$ cat src/design/spdu_pkg.sv
// ----------------------------------------------------------------------------
// spdu_pkg: shared types and codes for the signal PDU packer and scheduler
// Command codes, result kinds, field widths and the classified request record.
// ----------------------------------------------------------------------------
package spdu_pkg;

  localparam int DEF_NUM_PDUS      = 4;
  localparam int DEF_NUM_SIGNALS   = 16;
  localparam int DEF_PDU_BYTES     = 8;
  localparam int DEF_MAX_MAP_SLOTS = 8;
  localparam int DEF_ID_START_BIT  = 0;
  localparam int DEF_TICK_MS       = 5;

  localparam int MAX_RESULTS = 32;

  localparam logic [2:0] CMD_WRITE   = 3'd0;
  localparam logic [2:0] CMD_READ    = 3'd1;
  localparam logic [2:0] CMD_TRIGGER = 3'd2;
  localparam logic [2:0] CMD_TICK    = 3'd3;
  localparam logic [2:0] CMD_STAGE   = 3'd4;
  localparam logic [2:0] CMD_LOADPDU = 3'd5;
  localparam logic [2:0] CMD_LOADMAP = 3'd6;
  localparam logic [2:0] CMD_SPARE   = 3'd7;

  localparam logic [1:0] KIND_ACK  = 2'd0;
  localparam logic [1:0] KIND_READ = 2'd1;
  localparam logic [1:0] KIND_BYTE = 2'd2;

  localparam int IN_TDATA_W  = 88;
  localparam int OUT_TDATA_W = 48;

  typedef struct packed {
    logic [2:0]  cmd;
    logic [3:0]  sig;
    logic [31:0] sval;
    logic [1:0]  pdu;
    logic [2:0]  slot;
    logic [7:0]  byte_val;
    logic        dir;
    logic        per;
    logic [15:0] pms;
    logic [3:0]  cnt;
    logic [5:0]  bst;
    logic [3:0]  bw;
    logic        sig_ok;
    logic        pdu_ok;
    logic        stage_ok;
    logic        map_ok;
  } req_t;

  typedef struct packed {
    logic idle;
    logic ticking;
  } bk_status_t;

endpackage

$ cat src/design/signal_pdu_packer_scheduler_core.sv
// ----------------------------------------------------------------------------
// signal_pdu_packer_scheduler_core: signal store with PDU packing scheduler
// Requests enter on the in_ stream and results leave on the out_ stream.
// ----------------------------------------------------------------------------
// Each request carries its command in in_tuser and its operands in in_tdata.
// Every request gives one result except a tick that sends PDUs, which gives
// one byte result per emitted PDU byte; out_tlast marks the final result of
// each request and out_tuser gives the result kind.
// A two-entry queue takes requests while the executing side is busy; the
// executing side carries out one request at a time.
// Simple commands pass from the queue through the acknowledge or read state
// into the output register. A descriptor load passes through one more state,
// for the reciprocal multiplication that turns the period into ticks. A tick
// reads each mapped slot of a due PDU, emits the bytes of each due send PDU
// and an acknowledge when nothing is sent; the sequencer reads one map slot
// and one signal or frame byte at a time.
// Reset clears the queue, the descriptors and the valid bits of the signal
// store, map slots and frame bytes, so they read as their reset values.
// When the receiver stalls, the finished result is held in the output
// register and the sequencer waits; the queue takes requests until full.
// ----------------------------------------------------------------------------
module signal_pdu_packer_scheduler_core
  import spdu_pkg::*;
#(
  parameter int NUM_PDUS      = DEF_NUM_PDUS,
  parameter int NUM_SIGNALS   = DEF_NUM_SIGNALS,
  parameter int PDU_BYTES     = DEF_PDU_BYTES,
  parameter int MAX_MAP_SLOTS = DEF_MAX_MAP_SLOTS,
  parameter int ID_START_BIT  = DEF_ID_START_BIT,
  parameter int TICK_MS       = DEF_TICK_MS
) (
  input  logic                   clk,
  input  logic                   rst_n,
  input  logic                   in_tvalid,
  output logic                   in_tready,
  // signal_index, signal_value, pdu_index, slot_index, byte_value,
  // send_direction, periodic_mode, period_ms, signal_count, bit_start, bit_width
  input  logic [IN_TDATA_W-1:0]  in_tdata,
  // command
  input  logic [2:0]             in_tuser,
  output logic                   out_tvalid,
  input  logic                   out_tready,
  // out_pdu, out_byte_index, out_byte, read_value
  output logic [OUT_TDATA_W-1:0] out_tdata,
  // result_kind
  output logic [1:0]             out_tuser,
  output logic                   out_tlast
);

  logic       q_valid;
  req_t       q_data;
  logic       q_pop;
  bk_status_t bk_st;

  spdu_front #(
    .NUM_PDUS     (NUM_PDUS),
    .NUM_SIGNALS  (NUM_SIGNALS),
    .PDU_BYTES    (PDU_BYTES),
    .MAX_MAP_SLOTS(MAX_MAP_SLOTS)
  ) u_front (
    .clk      (clk),
    .rst_n    (rst_n),
    .in_tvalid(in_tvalid),
    .in_tready(in_tready),
    .in_tdata (in_tdata),
    .in_tuser (in_tuser),
    .q_valid  (q_valid),
    .q_data   (q_data),
    .q_pop    (q_pop)
  );

  spdu_back #(
    .NUM_PDUS     (NUM_PDUS),
    .NUM_SIGNALS  (NUM_SIGNALS),
    .PDU_BYTES    (PDU_BYTES),
    .MAX_MAP_SLOTS(MAX_MAP_SLOTS),
    .ID_START_BIT (ID_START_BIT),
    .TICK_MS      (TICK_MS)
  ) u_back (
    .clk       (clk),
    .rst_n     (rst_n),
    .q_valid   (q_valid),
    .q_data    (q_data),
    .q_pop     (q_pop),
    .status    (bk_st),
    .out_tvalid(out_tvalid),
    .out_tready(out_tready),
    .out_tdata (out_tdata),
    .out_tuser (out_tuser),
    .out_tlast (out_tlast)
  );

`ifndef SYNTHESIS
  a_pop_needs_entry: assert property (@(posedge clk) disable iff (!rst_n)
    q_pop |-> q_valid) else $error("queue popped while empty");

  a_pop_only_idle: assert property (@(posedge clk) disable iff (!rst_n)
    q_pop |-> bk_st.idle) else $error("request taken while executing");

  a_accept_queued: assert property (@(posedge clk) disable iff (!rst_n)
    (in_tvalid && in_tready && !q_pop) |=> q_valid)
    else $error("accepted request lost from queue");

  a_tick_no_pop: assert property (@(posedge clk) disable iff (!rst_n)
    bk_st.ticking |-> !q_pop) else $error("request taken during a tick");
`endif

endmodule

$ cat src/design/spdu_front.sv
// ----------------------------------------------------------------------------
// spdu_front: request intake and classification
// Unpacks each request, range-checks its indexes, clamps its counts and
// widths, and holds it in a two-entry queue for the execution side.
// ----------------------------------------------------------------------------
module spdu_front
  import spdu_pkg::*;
#(
  parameter int NUM_PDUS      = DEF_NUM_PDUS,
  parameter int NUM_SIGNALS   = DEF_NUM_SIGNALS,
  parameter int PDU_BYTES     = DEF_PDU_BYTES,
  parameter int MAX_MAP_SLOTS = DEF_MAX_MAP_SLOTS
) (
  input  logic                  clk,
  input  logic                  rst_n,
  input  logic                  in_tvalid,
  output logic                  in_tready,
  input  logic [IN_TDATA_W-1:0] in_tdata,
  input  logic [2:0]            in_tuser,
  output logic                  q_valid,
  output req_t                  q_data,
  input  logic                  q_pop
);

  req_t       cls;
  req_t       ent_r [2];
  logic       wp_r, wp_nxt, rp_r, rp_nxt;
  logic [1:0] cnt_r, cnt_nxt;
  logic       push;

  always_comb begin
    cls.cmd      = in_tuser;
    cls.sig      = in_tdata[3:0];
    cls.sval     = in_tdata[35:4];
    cls.pdu      = in_tdata[37:36];
    cls.slot     = in_tdata[40:38];
    cls.byte_val = in_tdata[48:41];
    cls.dir      = in_tdata[49];
    cls.per      = in_tdata[50];
    cls.pms      = in_tdata[66:51];
    cls.cnt      = (32'(in_tdata[70:67]) > MAX_MAP_SLOTS) ? 4'(MAX_MAP_SLOTS) : in_tdata[70:67];
    cls.bst      = in_tdata[76:71];
    if (in_tdata[80:77] == 4'd0) begin
      cls.bw = 4'd1;
    end else if (in_tdata[80:77] > 4'd8) begin
      cls.bw = 4'd8;
    end else begin
      cls.bw = in_tdata[80:77];
    end
    cls.sig_ok   = 32'(in_tdata[3:0]) < NUM_SIGNALS;
    cls.pdu_ok   = 32'(in_tdata[37:36]) < NUM_PDUS;
    cls.stage_ok = 32'(in_tdata[40:38]) < PDU_BYTES;
    cls.map_ok   = 32'(in_tdata[40:38]) < MAX_MAP_SLOTS;
  end

  assign in_tready = (cnt_r != 2'd2);
  assign push      = in_tvalid && in_tready;
  assign q_valid   = (cnt_r != 2'd0);
  assign q_data    = ent_r[rp_r];

  always_comb begin
    wp_nxt  = push ? ~wp_r : wp_r;
    rp_nxt  = q_pop ? ~rp_r : rp_r;
    cnt_nxt = 2'(cnt_r + {1'b0, push} - {1'b0, q_pop});
  end

  always_ff @(posedge clk) begin
    if (!rst_n) begin
      wp_r  <= 1'b0;
      rp_r  <= 1'b0;
      cnt_r <= 2'd0;
    end else begin
      wp_r  <= wp_nxt;
      rp_r  <= rp_nxt;
      cnt_r <= cnt_nxt;
    end
  end

  always_ff @(posedge clk) begin
    if (push) begin
      ent_r[wp_r] <= cls;
    end
  end

endmodule

$ cat src/design/spdu_back.sv
// ----------------------------------------------------------------------------
// spdu_back: command execution and tick sequencer
// Holds the signal store, PDU descriptors, map slots and frame bytes, runs
// the period division, walks PDUs and map slots on a tick and drives results.
// ----------------------------------------------------------------------------
module spdu_back
  import spdu_pkg::*;
#(
  parameter int NUM_PDUS      = DEF_NUM_PDUS,
  parameter int NUM_SIGNALS   = DEF_NUM_SIGNALS,
  parameter int PDU_BYTES     = DEF_PDU_BYTES,
  parameter int MAX_MAP_SLOTS = DEF_MAX_MAP_SLOTS,
  parameter int ID_START_BIT  = DEF_ID_START_BIT,
  parameter int TICK_MS       = DEF_TICK_MS
) (
  input  logic                   clk,
  input  logic                   rst_n,
  input  logic                   q_valid,
  input  req_t                   q_data,
  output logic                   q_pop,
  output bk_status_t             status,
  output logic                   out_tvalid,
  input  logic                   out_tready,
  output logic [OUT_TDATA_W-1:0] out_tdata,
  output logic [1:0]             out_tuser,
  output logic                   out_tlast
);

  localparam int PW        = (NUM_PDUS > 1) ? $clog2(NUM_PDUS) : 1;
  localparam int SAW       = (NUM_SIGNALS > 1) ? $clog2(NUM_SIGNALS) : 1;
  localparam int BIW       = (PDU_BYTES > 1) ? $clog2(PDU_BYTES) : 1;
  localparam int MAP_DEPTH = NUM_PDUS * MAX_MAP_SLOTS;
  localparam int MAW       = (MAP_DEPTH > 1) ? $clog2(MAP_DEPTH) : 1;
  localparam int FRM_DEPTH = NUM_PDUS * PDU_BYTES;
  localparam int FAW       = (FRM_DEPTH > 1) ? $clog2(FRM_DEPTH) : 1;
  localparam int RCP_SH    = 16 + $clog2(TICK_MS);
  localparam longint unsigned RCP_MUL =
    ((longint'(1) << RCP_SH) + longint'(TICK_MS) - 1) / longint'(TICK_MS);
  localparam int ID_BYTE   = ID_START_BIT / 8;
  localparam int ID_SH     = ID_START_BIT % 8;
  localparam bit ID_OK     = ID_BYTE < PDU_BYTES;
  localparam int ID_IDX    = ID_OK ? ID_BYTE : 0;

  localparam logic [3:0] S_IDLE = 4'd0;
  localparam logic [3:0] S_ACK  = 4'd1;
  localparam logic [3:0] S_RDD  = 4'd2;
  localparam logic [3:0] S_DIV  = 4'd3;
  localparam logic [3:0] S_PDU  = 4'd4;
  localparam logic [3:0] S_MAP  = 4'd5;
  localparam logic [3:0] S_MAPD = 4'd6;
  localparam logic [3:0] S_SIGD = 4'd7;
  localparam logic [3:0] S_FRMD = 4'd8;
  localparam logic [3:0] S_EMIT = 4'd9;

  typedef struct packed {
    logic [3:0] sig;
    logic [5:0] start;
    logic [3:0] width;
  } map_ent_t;

  // Signal store, map slots and frame bytes.
  logic [31:0] sig_mem [NUM_SIGNALS];
  logic [NUM_SIGNALS-1:0] sig_vld_r;
  logic [31:0] sig_rd_r;
  logic        sig_rv_r;
  logic        sig_we, sig_re;
  logic [SAW-1:0] sig_wa, sig_ra;
  logic [31:0] sig_wd;

  map_ent_t map_mem [MAP_DEPTH];
  logic [MAP_DEPTH-1:0] map_vld_r;
  map_ent_t map_rd_r;
  logic     map_rv_r;
  logic     map_we, map_re;
  logic [MAW-1:0] map_wa, map_ra;
  map_ent_t map_wd, mv;

  logic [7:0] frm_mem [FRM_DEPTH];
  logic [FRM_DEPTH-1:0] frm_vld_r;
  logic [7:0] frm_rd_r;
  logic       frm_rv_r;
  logic       frm_we, frm_re;
  logic [FAW-1:0] frm_wa, frm_ra;
  logic [7:0] frm_wd;

  // PDU descriptors.
  logic        is_send_r [NUM_PDUS];
  logic        is_per_r  [NUM_PDUS];
  logic [7:0]  ident_r   [NUM_PDUS];
  logic [15:0] period_r  [NUM_PDUS];
  logic [15:0] cd_r      [NUM_PDUS];
  logic        pend_r    [NUM_PDUS];
  logic [3:0]  mcnt_r    [NUM_PDUS];

  logic [3:0]  st_r, st_nxt;
  req_t        req_r, req_nxt;
  logic [PW-1:0] p_r, p_nxt;
  logic        pass_r, pass_nxt;
  logic [4:0]  i_r, i_nxt;
  logic [2:0]  b_r, b_nxt;
  logic [5:0]  n_r, n_nxt;
  logic        sent_r, sent_nxt;
  logic [NUM_PDUS-1:0] due_r, due_nxt;
  logic [PDU_BYTES-1:0][7:0] frame_r, frame_nxt;
  logic [15:0] div_q_r, div_q_nxt;
  logic [32:0] div_prod;

  logic        out_valid_r, out_valid_nxt;
  logic [1:0]  out_kind_r, out_kind_nxt;
  logic [1:0]  out_pdu_r, out_pdu_nxt;
  logic [2:0]  out_bidx_r, out_bidx_nxt;
  logic [7:0]  out_byte_r, out_byte_nxt;
  logic [31:0] out_val_r, out_val_nxt;
  logic        out_last_r, out_last_nxt;
  logic        out_load;

  logic        pend_set, desc_we, upd_en, upd_due;
  logic        adv, mine, due_cur, hi_due;
  logic [31:0] sv;
  logic [7:0]  fb, wmask;

  assign mv = map_rv_r ? map_rd_r : '{sig: 4'd0, start: 6'd0, width: 4'd1};
  assign sv = sig_rv_r ? sig_rd_r : 32'd0;
  assign fb = frm_rv_r ? frm_rd_r : 8'd0;
  assign out_load = !out_valid_r || out_tready;
  assign div_prod = {17'd0, q_data.pms} * 33'(RCP_MUL);

  always_comb begin
    mine    = (is_send_r[p_r] != pass_r);
    due_cur = is_per_r[p_r] ? (cd_r[p_r] == 16'd0) : pend_r[p_r];
    hi_due  = 1'b0;
    for (int k = 0; k < NUM_PDUS; k++) begin
      if (k > int'(p_r) && due_r[k]) begin
        hi_due = 1'b1;
      end
    end
    wmask  = 8'((9'd1 << mv.width) - 9'd1);
  end

  always_comb begin
    st_nxt       = st_r;
    req_nxt      = req_r;
    p_nxt        = p_r;
    pass_nxt     = pass_r;
    i_nxt        = i_r;
    b_nxt        = b_r;
    n_nxt        = n_r;
    sent_nxt     = sent_r;
    due_nxt      = due_r;
    frame_nxt    = frame_r;
    div_q_nxt    = div_q_r;
    out_valid_nxt = out_valid_r && !out_tready;
    out_kind_nxt = out_kind_r;
    out_pdu_nxt  = out_pdu_r;
    out_bidx_nxt = out_bidx_r;
    out_byte_nxt = out_byte_r;
    out_val_nxt  = out_val_r;
    out_last_nxt = out_last_r;
    q_pop    = 1'b0;
    sig_we   = 1'b0;
    sig_wa   = SAW'(q_data.sig);
    sig_wd   = q_data.sval;
    sig_re   = 1'b0;
    sig_ra   = SAW'(q_data.sig);
    map_we   = 1'b0;
    map_wa   = MAW'(int'(q_data.pdu) * MAX_MAP_SLOTS + int'(q_data.slot));
    map_wd   = '{sig: q_data.sig, start: q_data.bst, width: q_data.bw};
    map_re   = 1'b0;
    map_ra   = MAW'(int'(p_r) * MAX_MAP_SLOTS + int'(i_r));
    frm_we   = 1'b0;
    frm_wa   = FAW'(int'(q_data.pdu) * PDU_BYTES + int'(q_data.slot));
    frm_wd   = q_data.byte_val;
    frm_re   = 1'b0;
    frm_ra   = FAW'(int'(p_r) * PDU_BYTES + int'(mv.start[5:3]));
    pend_set = 1'b0;
    desc_we  = 1'b0;
    upd_en   = 1'b0;
    upd_due  = due_cur;
    adv      = 1'b0;

    unique case (st_r)
      S_IDLE: begin
        if (q_valid) begin
          q_pop   = 1'b1;
          req_nxt = q_data;
          st_nxt  = S_ACK;
          unique case (q_data.cmd)
            CMD_WRITE:   sig_we = q_data.sig_ok;
            CMD_READ: begin
              sig_re = q_data.sig_ok;
              st_nxt = S_RDD;
            end
            CMD_TRIGGER: pend_set = q_data.pdu_ok;
            CMD_TICK: begin
              for (int k = 0; k < NUM_PDUS; k++) begin
                due_nxt[k] = is_send_r[k] && (is_per_r[k] ? (cd_r[k] == 16'd0) : pend_r[k]);
              end
              p_nxt    = '0;
              pass_nxt = 1'b0;
              n_nxt    = '0;
              sent_nxt = 1'b0;
              st_nxt   = S_PDU;
            end
            CMD_STAGE:   frm_we = q_data.pdu_ok && q_data.stage_ok;
            CMD_LOADPDU: begin
              if (q_data.pdu_ok) begin
                div_q_nxt = 16'(div_prod >> RCP_SH);
                st_nxt    = S_DIV;
              end
            end
            CMD_LOADMAP: map_we = q_data.pdu_ok && q_data.map_ok;
            default: ;
          endcase
        end
      end
      S_ACK: begin
        if (out_load) begin
          out_valid_nxt = 1'b1;
          out_kind_nxt  = KIND_ACK;
          out_pdu_nxt   = '0;
          out_bidx_nxt  = '0;
          out_byte_nxt  = '0;
          out_val_nxt   = '0;
          out_last_nxt  = 1'b1;
          st_nxt        = S_IDLE;
        end
      end
      S_RDD: begin
        if (out_load) begin
          out_valid_nxt = 1'b1;
          out_kind_nxt  = KIND_READ;
          out_pdu_nxt   = '0;
          out_bidx_nxt  = '0;
          out_byte_nxt  = '0;
          out_val_nxt   = req_r.sig_ok ? sv : 32'd0;
          out_last_nxt  = 1'b1;
          st_nxt        = S_IDLE;
        end
      end
      S_DIV: begin
        desc_we = 1'b1;
        st_nxt  = S_ACK;
      end
      S_PDU: begin
        if (mine) begin
          upd_en = 1'b1;
          if (due_cur) begin
            i_nxt = '0;
            if (!pass_r) begin
              frame_nxt = '0;
              if (ID_OK) begin
                frame_nxt[ID_IDX] = 8'(ident_r[p_r] << ID_SH);
              end
            end
            st_nxt = S_MAP;
          end else begin
            adv = 1'b1;
          end
        end else begin
          adv = 1'b1;
        end
      end
      S_MAP: begin
        if (i_r < {1'b0, mcnt_r[p_r]}) begin
          map_re = 1'b1;
          st_nxt = S_MAPD;
        end else if (!pass_r) begin
          b_nxt  = '0;
          st_nxt = S_EMIT;
        end else begin
          adv = 1'b1;
        end
      end
      S_MAPD: begin
        if (!pass_r) begin
          sig_re = 1'b1;
          sig_ra = SAW'(mv.sig);
          st_nxt = S_SIGD;
        end else begin
          frm_re = 1'b1;
          st_nxt = S_FRMD;
        end
      end
      S_SIGD: begin
        if (32'(mv.start[5:3]) < PDU_BYTES && 32'(mv.sig) < NUM_SIGNALS) begin
          frame_nxt[BIW'(mv.start[5:3])] = frame_r[BIW'(mv.start[5:3])] |
                                            8'(sv << mv.start[2:0]);
        end
        i_nxt  = 5'(i_r + 5'd1);
        st_nxt = S_MAP;
      end
      S_FRMD: begin
        if (32'(mv.start[5:3]) < PDU_BYTES && 32'(mv.sig) < NUM_SIGNALS) begin
          sig_we = 1'b1;
          sig_wa = SAW'(mv.sig);
          sig_wd = {24'd0, (fb >> mv.start[2:0]) & wmask};
        end
        i_nxt  = 5'(i_r + 5'd1);
        st_nxt = S_MAP;
      end
      S_EMIT: begin
        if (n_r == 6'(MAX_RESULTS) || out_load) begin
          frm_we = 1'b1;
          frm_wa = FAW'(int'(p_r) * PDU_BYTES + int'(b_r));
          frm_wd = frame_r[BIW'(b_r)];
          if (n_r != 6'(MAX_RESULTS)) begin
            out_valid_nxt = 1'b1;
            out_kind_nxt  = KIND_BYTE;
            out_pdu_nxt   = 2'(p_r);
            out_bidx_nxt  = b_r;
            out_byte_nxt  = frame_r[BIW'(b_r)];
            out_val_nxt   = '0;
            out_last_nxt  = (n_r == 6'(MAX_RESULTS - 1)) ||
                            (b_r == 3'(PDU_BYTES - 1) && !hi_due);
            n_nxt         = 6'(n_r + 6'd1);
            sent_nxt      = 1'b1;
          end
          if (b_r == 3'(PDU_BYTES - 1)) begin
            adv = 1'b1;
          end else begin
            b_nxt = 3'(b_r + 3'd1);
          end
        end
      end
      default: st_nxt = S_IDLE;
    endcase

    if (adv) begin
      if (p_r == PW'(NUM_PDUS - 1)) begin
        p_nxt = '0;
        if (!pass_r) begin
          pass_nxt = 1'b1;
          st_nxt   = S_PDU;
        end else begin
          st_nxt = sent_nxt ? S_IDLE : S_ACK;
        end
      end else begin
        p_nxt  = PW'(p_r + PW'(1));
        st_nxt = S_PDU;
      end
    end
  end

  always_ff @(posedge clk) begin
    if (!rst_n) begin
      st_r        <= S_IDLE;
      out_valid_r <= 1'b0;
    end else begin
      st_r        <= st_nxt;
      out_valid_r <= out_valid_nxt;
    end
  end

  always_ff @(posedge clk) begin
    req_r      <= req_nxt;
    p_r        <= p_nxt;
    pass_r     <= pass_nxt;
    i_r        <= i_nxt;
    b_r        <= b_nxt;
    n_r        <= n_nxt;
    sent_r     <= sent_nxt;
    due_r      <= due_nxt;
    frame_r    <= frame_nxt;
    div_q_r    <= div_q_nxt;
    out_kind_r <= out_kind_nxt;
    out_pdu_r  <= out_pdu_nxt;
    out_bidx_r <= out_bidx_nxt;
    out_byte_r <= out_byte_nxt;
    out_val_r  <= out_val_nxt;
    out_last_r <= out_last_nxt;
  end

  always_ff @(posedge clk) begin
    if (!rst_n) begin
      for (int k = 0; k < NUM_PDUS; k++) begin
        is_send_r[k] <= 1'b0;
        is_per_r[k]  <= 1'b0;
        ident_r[k]   <= 8'd0;
        period_r[k]  <= 16'd0;
        cd_r[k]      <= 16'd0;
        pend_r[k]    <= 1'b0;
        mcnt_r[k]    <= 4'd0;
      end
    end else begin
      if (pend_set) begin
        pend_r[PW'(q_data.pdu)] <= 1'b1;
      end
      if (desc_we) begin
        is_send_r[PW'(req_r.pdu)] <= req_r.dir;
        is_per_r[PW'(req_r.pdu)]  <= req_r.per;
        ident_r[PW'(req_r.pdu)]   <= req_r.byte_val;
        period_r[PW'(req_r.pdu)]  <= div_q_r;
        cd_r[PW'(req_r.pdu)]      <= 16'd0;
        pend_r[PW'(req_r.pdu)]    <= 1'b0;
        mcnt_r[PW'(req_r.pdu)]    <= req_r.cnt;
      end
      if (upd_en) begin
        if (is_per_r[p_r]) begin
          cd_r[p_r] <= 16'((upd_due ? period_r[p_r] : cd_r[p_r]) - 16'd1);
        end else if (upd_due) begin
          pend_r[p_r] <= 1'b0;
        end
      end
    end
  end

  always_ff @(posedge clk) begin
    if (!rst_n) begin
      sig_vld_r <= '0;
      map_vld_r <= '0;
      frm_vld_r <= '0;
    end else begin
      if (sig_we) sig_vld_r[sig_wa] <= 1'b1;
      if (map_we) map_vld_r[map_wa] <= 1'b1;
      if (frm_we) frm_vld_r[frm_wa] <= 1'b1;
    end
  end

  always_ff @(posedge clk) begin
    if (sig_we) sig_mem[sig_wa] <= sig_wd;
    if (sig_re) begin
      sig_rd_r <= sig_mem[sig_ra];
      sig_rv_r <= sig_vld_r[sig_ra];
    end
  end

  always_ff @(posedge clk) begin
    if (map_we) map_mem[map_wa] <= map_wd;
    if (map_re) begin
      map_rd_r <= map_mem[map_ra];
      map_rv_r <= map_vld_r[map_ra];
    end
  end

  always_ff @(posedge clk) begin
    if (frm_we) frm_mem[frm_wa] <= frm_wd;
    if (frm_re) begin
      frm_rd_r <= frm_mem[frm_ra];
      frm_rv_r <= frm_vld_r[frm_ra];
    end
  end

  assign status.idle    = (st_r == S_IDLE);
  assign status.ticking = (st_r == S_PDU) || (st_r == S_MAP) || (st_r == S_MAPD) ||
                          (st_r == S_SIGD) || (st_r == S_FRMD) || (st_r == S_EMIT);

  assign out_tvalid = out_valid_r;
  assign out_tuser  = out_kind_r;
  assign out_tlast  = out_last_r;
  assign out_tdata  = {3'b000, out_val_r, out_byte_r, out_bidx_r, out_pdu_r};

endmodule

$ cat config.mk
export PLATFORM = sky130hd
export DESIGN_NAME = signal_pdu_packer_scheduler_core
export DESIGN_NICKNAME = d
export VERILOG_FILES = /design/src/design/spdu_pkg.sv /design/src/design/signal_pdu_packer_scheduler_core.sv /design/src/design/spdu_front.sv /design/src/design/spdu_back.sv
export SDC_FILE = /design/constraint.sdc
export NUM_CORES = 2
export LEC_CHECK = 0
export ABC_AREA = 0
export BUFFER_PORTS_ARGS = -buffer_cell sky130_fd_sc_hd__buf_2
export CAP_MARGIN = 20
export CORE_MARGIN = 4
export CORE_UTILIZATION = 61
export CTS_CLUSTER_SIZE = 10
export DETAILED_ROUTE_END_ITERATION = 6
export PLACE_DENSITY = 0.78
export SLEW_MARGIN = 20
export SYNTH_ARGS = -nofsm -noshare
export SYNTH_HDL_FRONTEND = slang
export SYNTH_SLANG_ARGS = --single-unit
$ cat constraint.sdc
create_clock -name clk -period 20.7 [get_ports clk]
set_input_delay 2.07 -clock clk [delete_from_list [all_inputs] [get_ports clk]]
set_output_delay 2.07 -clock clk [all_outputs]
set_load 0.02 [all_outputs]
==> impl_metrics.yaml <==
sta:
  max_freq_ghz: 0.147
  setup_viol: 0
  finalCritPeriodShare_pct: 32.8
  rsz0062_at_grt: "false"
  period_minus_slack_ns: 6.79
  skew_ns: 0.0477
  finalMaxSlewViolations: 0
  tns_ns: 0
  slew-limit-headroom_pct: 21.0
  hold_viol: 0
  worst_slew_pin_slew_ns: 1.19
clocking:
  root_buffer: "clkbuf_16"
  htree_num_levels: 4
  numCtsBuffers: 208
  post_cts_resized: 0
  post-cts-setup-buffers: 0
  insertion_delay_ns: 0.85
  path_clk_slew_ns: 0.06
  cts.path.max_buffers: 3
  postCtsHoldBufs: 0
  tritoncts: "built"
  cts.sinks: 1876
finish:
  fillers: 8170
  drive_above_1_share_pct: 15.7
  final_common_cell: "edfxtp_1"
  final_util_pct: 68.5
  layout_common_cells: "1773 x edfxtp_1, 432 x nand2_1, 280 x nor2_1, 230 x a211oi_1, 209 x clkbuf_16"
  layout.nets: 5621
  area_delta_synth_final_pct: 11.3
  instances_no_fill: 7170
place:
  hpwl_um: 114000
  io_buffers: 137
  place_congestion: 0.886
  dp_cells: 6829
synthesis:
  yosys.cell_types.count: 83
  ys_seq_elements: 1876
  synthMuxAreaShare_pct: 7.94
  synth_warnings: 0
  async_flop_share_pct: 0
  yosys.area_share.simple_pct: 7.51
  synthCells: 5139
  synth_edf_count: 1773
  ys_seq_area_share_pct: 69.4
  avgSynthCellArea_um2: 15.5
  syn_area_mm2: 0.0797
  synth_compound_area_share_pct: 8.02
  synth_fa_ha_area_share_pct: 4.27
  synth_top_family_by_area: "compound AO/OA/AOI/OAI gates"
  ys.flop_type: "edfxtp_1"
  synthXorXnorAreaFrac_pct: 0.516
power:
  p_leak_uw: 0.0304
  power_density_mw_per_mm2: 167
  ir_drop_v: 0.000565
setup_path:
  start_kind: "flip-flop"
  path_cells: "mux2i_1 > inv_1 > ha_1 > ha_1 > inv_1 > fa_1 > inv_1 > fa_1 > fa_1 > fa_1 > ha_1 > nand3_1 > a2111oi_0 > o22ai_1 > o211ai_1 > o21ai_0 > o21ai_0 > a21oi_1 > xnor2_1"
  worst-path-buf-inv: 3
  crit_fanout: 21
  reg2reg_slack_ns: 13.91
  path_class: "flip-flop to flip-flop"
  cp_common_cell: "fa_1"
  cp-end-kind: "flip-flop"
  critPathRequiredTime_ns: 21.27
  critPathMaxStageDelay_ns: 0.60
  cp.arrival_ns: 7.36
  crit_slowest_cell: "mux2i_1"
  critPathTopFamily: "adder cells"
global_route:
  grt_pass1_wl_um: 289000
  antenna_found_initial: 8
  globalRouteOverflowTotal: 0
  grt_pass1_vias: 46400
  grt_max_degree: 258
  grt_use_total_pct: 28.6
floorplan:
  dieArea_mm2: 0.137
  initial_core_util_pct: 61.5
  core_mm2: 0.130
  die_h_um: 370
  die_width_um: 370
  pin_count: 148
  num_rows: 132
route:
  drc: 3
  routedWlPerCell_um: 27.3
  vias: 47200
  drt_pre_antenna_iters: 7
  wirelength_um: 196000
  drtIter0Drc: 6562
  ant_nets: 0
  avgViaCountPerCell: 6.58
status:
  violations: "DRC"
  status: "finished with violations"
min_path:
  hold_path_class: "flip-flop to flip-flop"
flow_run:
  maxCapViolations: 0
-- state kept, by name (all words and copies together), names as in the netlist, 32 cells and up, named ones only --
signal / flops
u_back.frm_mem: 256
u_back.map_vld_r: 32
u_back.frm_vld_r: 32
u_back.sig_mem: 512
u_back.ident_r: 32
u_back.cd_r: 64
u_back.out_val_r: 32
u_back.map_mem: 448
u_back.frame_r: 64
u_front.ent_r: 168
u_back.sig_rd_r: 32
u_back.period_r: 56
-- logic make-up (layout without fill, tap and decap cells) --
group	after synthesis	after routing
AO/OA/AOI/OAI	882	882
XOR/XNOR	47	47
adder cells (fa/ha/maj)	225	225
buffers and inverters	488	772
flip-flops	1876	1876
multiplexers	351	351
other	1	6
AND/OR/NAND/NOR	1269	1269
-- through the flow --
step	hold WS (ns)	area (um^2)	total power, uW	worst slack [ns]
6_report	0.459	88700	14800	13.91
5_1_grt	0.475	88700	15700	13.49
4_1_cts	0.459	88700	14800	13.85
3_5_place_dp	0.447	82600	11400	13.87
3_3_place_gp	0.438	82600	11200	14.05
2_1_floorplan	0.432	79700	9410	13.36
-- synthesized netlist by cell type (all sizes together) (18+ instances only) --
cell type / instances / area [um^2]
a22o: 36 / 315
a22oi: 22 / 165
inv: 173 / 649
nand3: 79 / 395
nor4: 19 / 119
and3: 121 / 757
o21a: 98 / 736
fa: 78 / 1560
o21ai: 67 / 339
dfxtp: 103 / 2060
a221oi: 35 / 324
a31oi: 72 / 450
nor3: 32 / 170
ha: 147 / 1840
nor2b: 154 / 963
mux2: 73 / 822
a211oi: 230 / 1730
mux4: 212 / 4830
mux2i: 66 / 673
xnor2: 23 / 201
a222oi: 38 / 380
xor2: 24 / 210
nor2: 313 / 1170
nand4: 23 / 150
a311oi: 67 / 587
clkbuf: 254 / 953
nand2: 433 / 1630
a21oi: 137 / 686
and2: 44 / 275
edfxtp: 1773 / 53200
nand2b: 18 / 113
buf: 60 / 290
-- final timing paths --
kind | from | endpoint | cells past startpoint
hold reg to reg | u_back.sig_vld_r[4] | u_back.sig_vld_r[4] | 1
hold / removal | u_back.sig_vld_r[4] | u_back.sig_vld_r[4] | 1
setup / recovery | flip-flop | u_back.div_q_r[7] | 19
setup reg to reg | flip-flop | u_back.div_q_r[7] | 19
-- layer usage --
layer / GRT usage (%) / up-vias / share of wire (%)
li1: - / 20200 / -
met1: 38.6 / 23700 / 37
met2: 46.0 / 2855 / 48
met3: 7.22 / 420 / 11
met4: 9.56 / 4 / 3.3
met5: 0 / - / 0.014
-- worst reg2reg max path: stages, from the launching register on --
cell and delay [ns]:
dfxtp_4 0.56, mux2i_1 0.62, inv_1 0.26, ha_1 0.40, ha_1 0.30, inv_1 0.05
fa_1 0.51, inv_1 0.06, fa_1 0.51, fa_1 0.56, fa_1 0.43, ha_1 0.30
nand3_1 0.21, a2111oi_0 0.41, o22ai_1 0.20, o211ai_1 0.47, o21ai_0 0.13, o21ai_0 0.27
a21oi_1 0.14, xnor2_1 0.15
-- area by class of cell --
class | count | area (um^2) | share of cell area, %
flip-flops and latches | 1876 | 55300 | 62.3
diodes | 3 | 7.51 | 0.00846
repair buffers | 264 | 1680 | 1.89
clock buffers | 312 | 5620 | 6.33
inverters | 174 | 653 | 0.736
multi-input cells | 2777 | 22900 | 25.8
well taps | 1742 | 2180 | 2.46
clock inverters | 22 | 413 | 0.465
-- where the power goes --
part | leakage, uW | switching (uW) | internal, uW
combinational | 0.0105 | 4160 | 2350
sequential | 0.0170 | 117 | 4830
clock | 0.00287 | 1440 | 1880
Power figures use the tool's default switching activity.
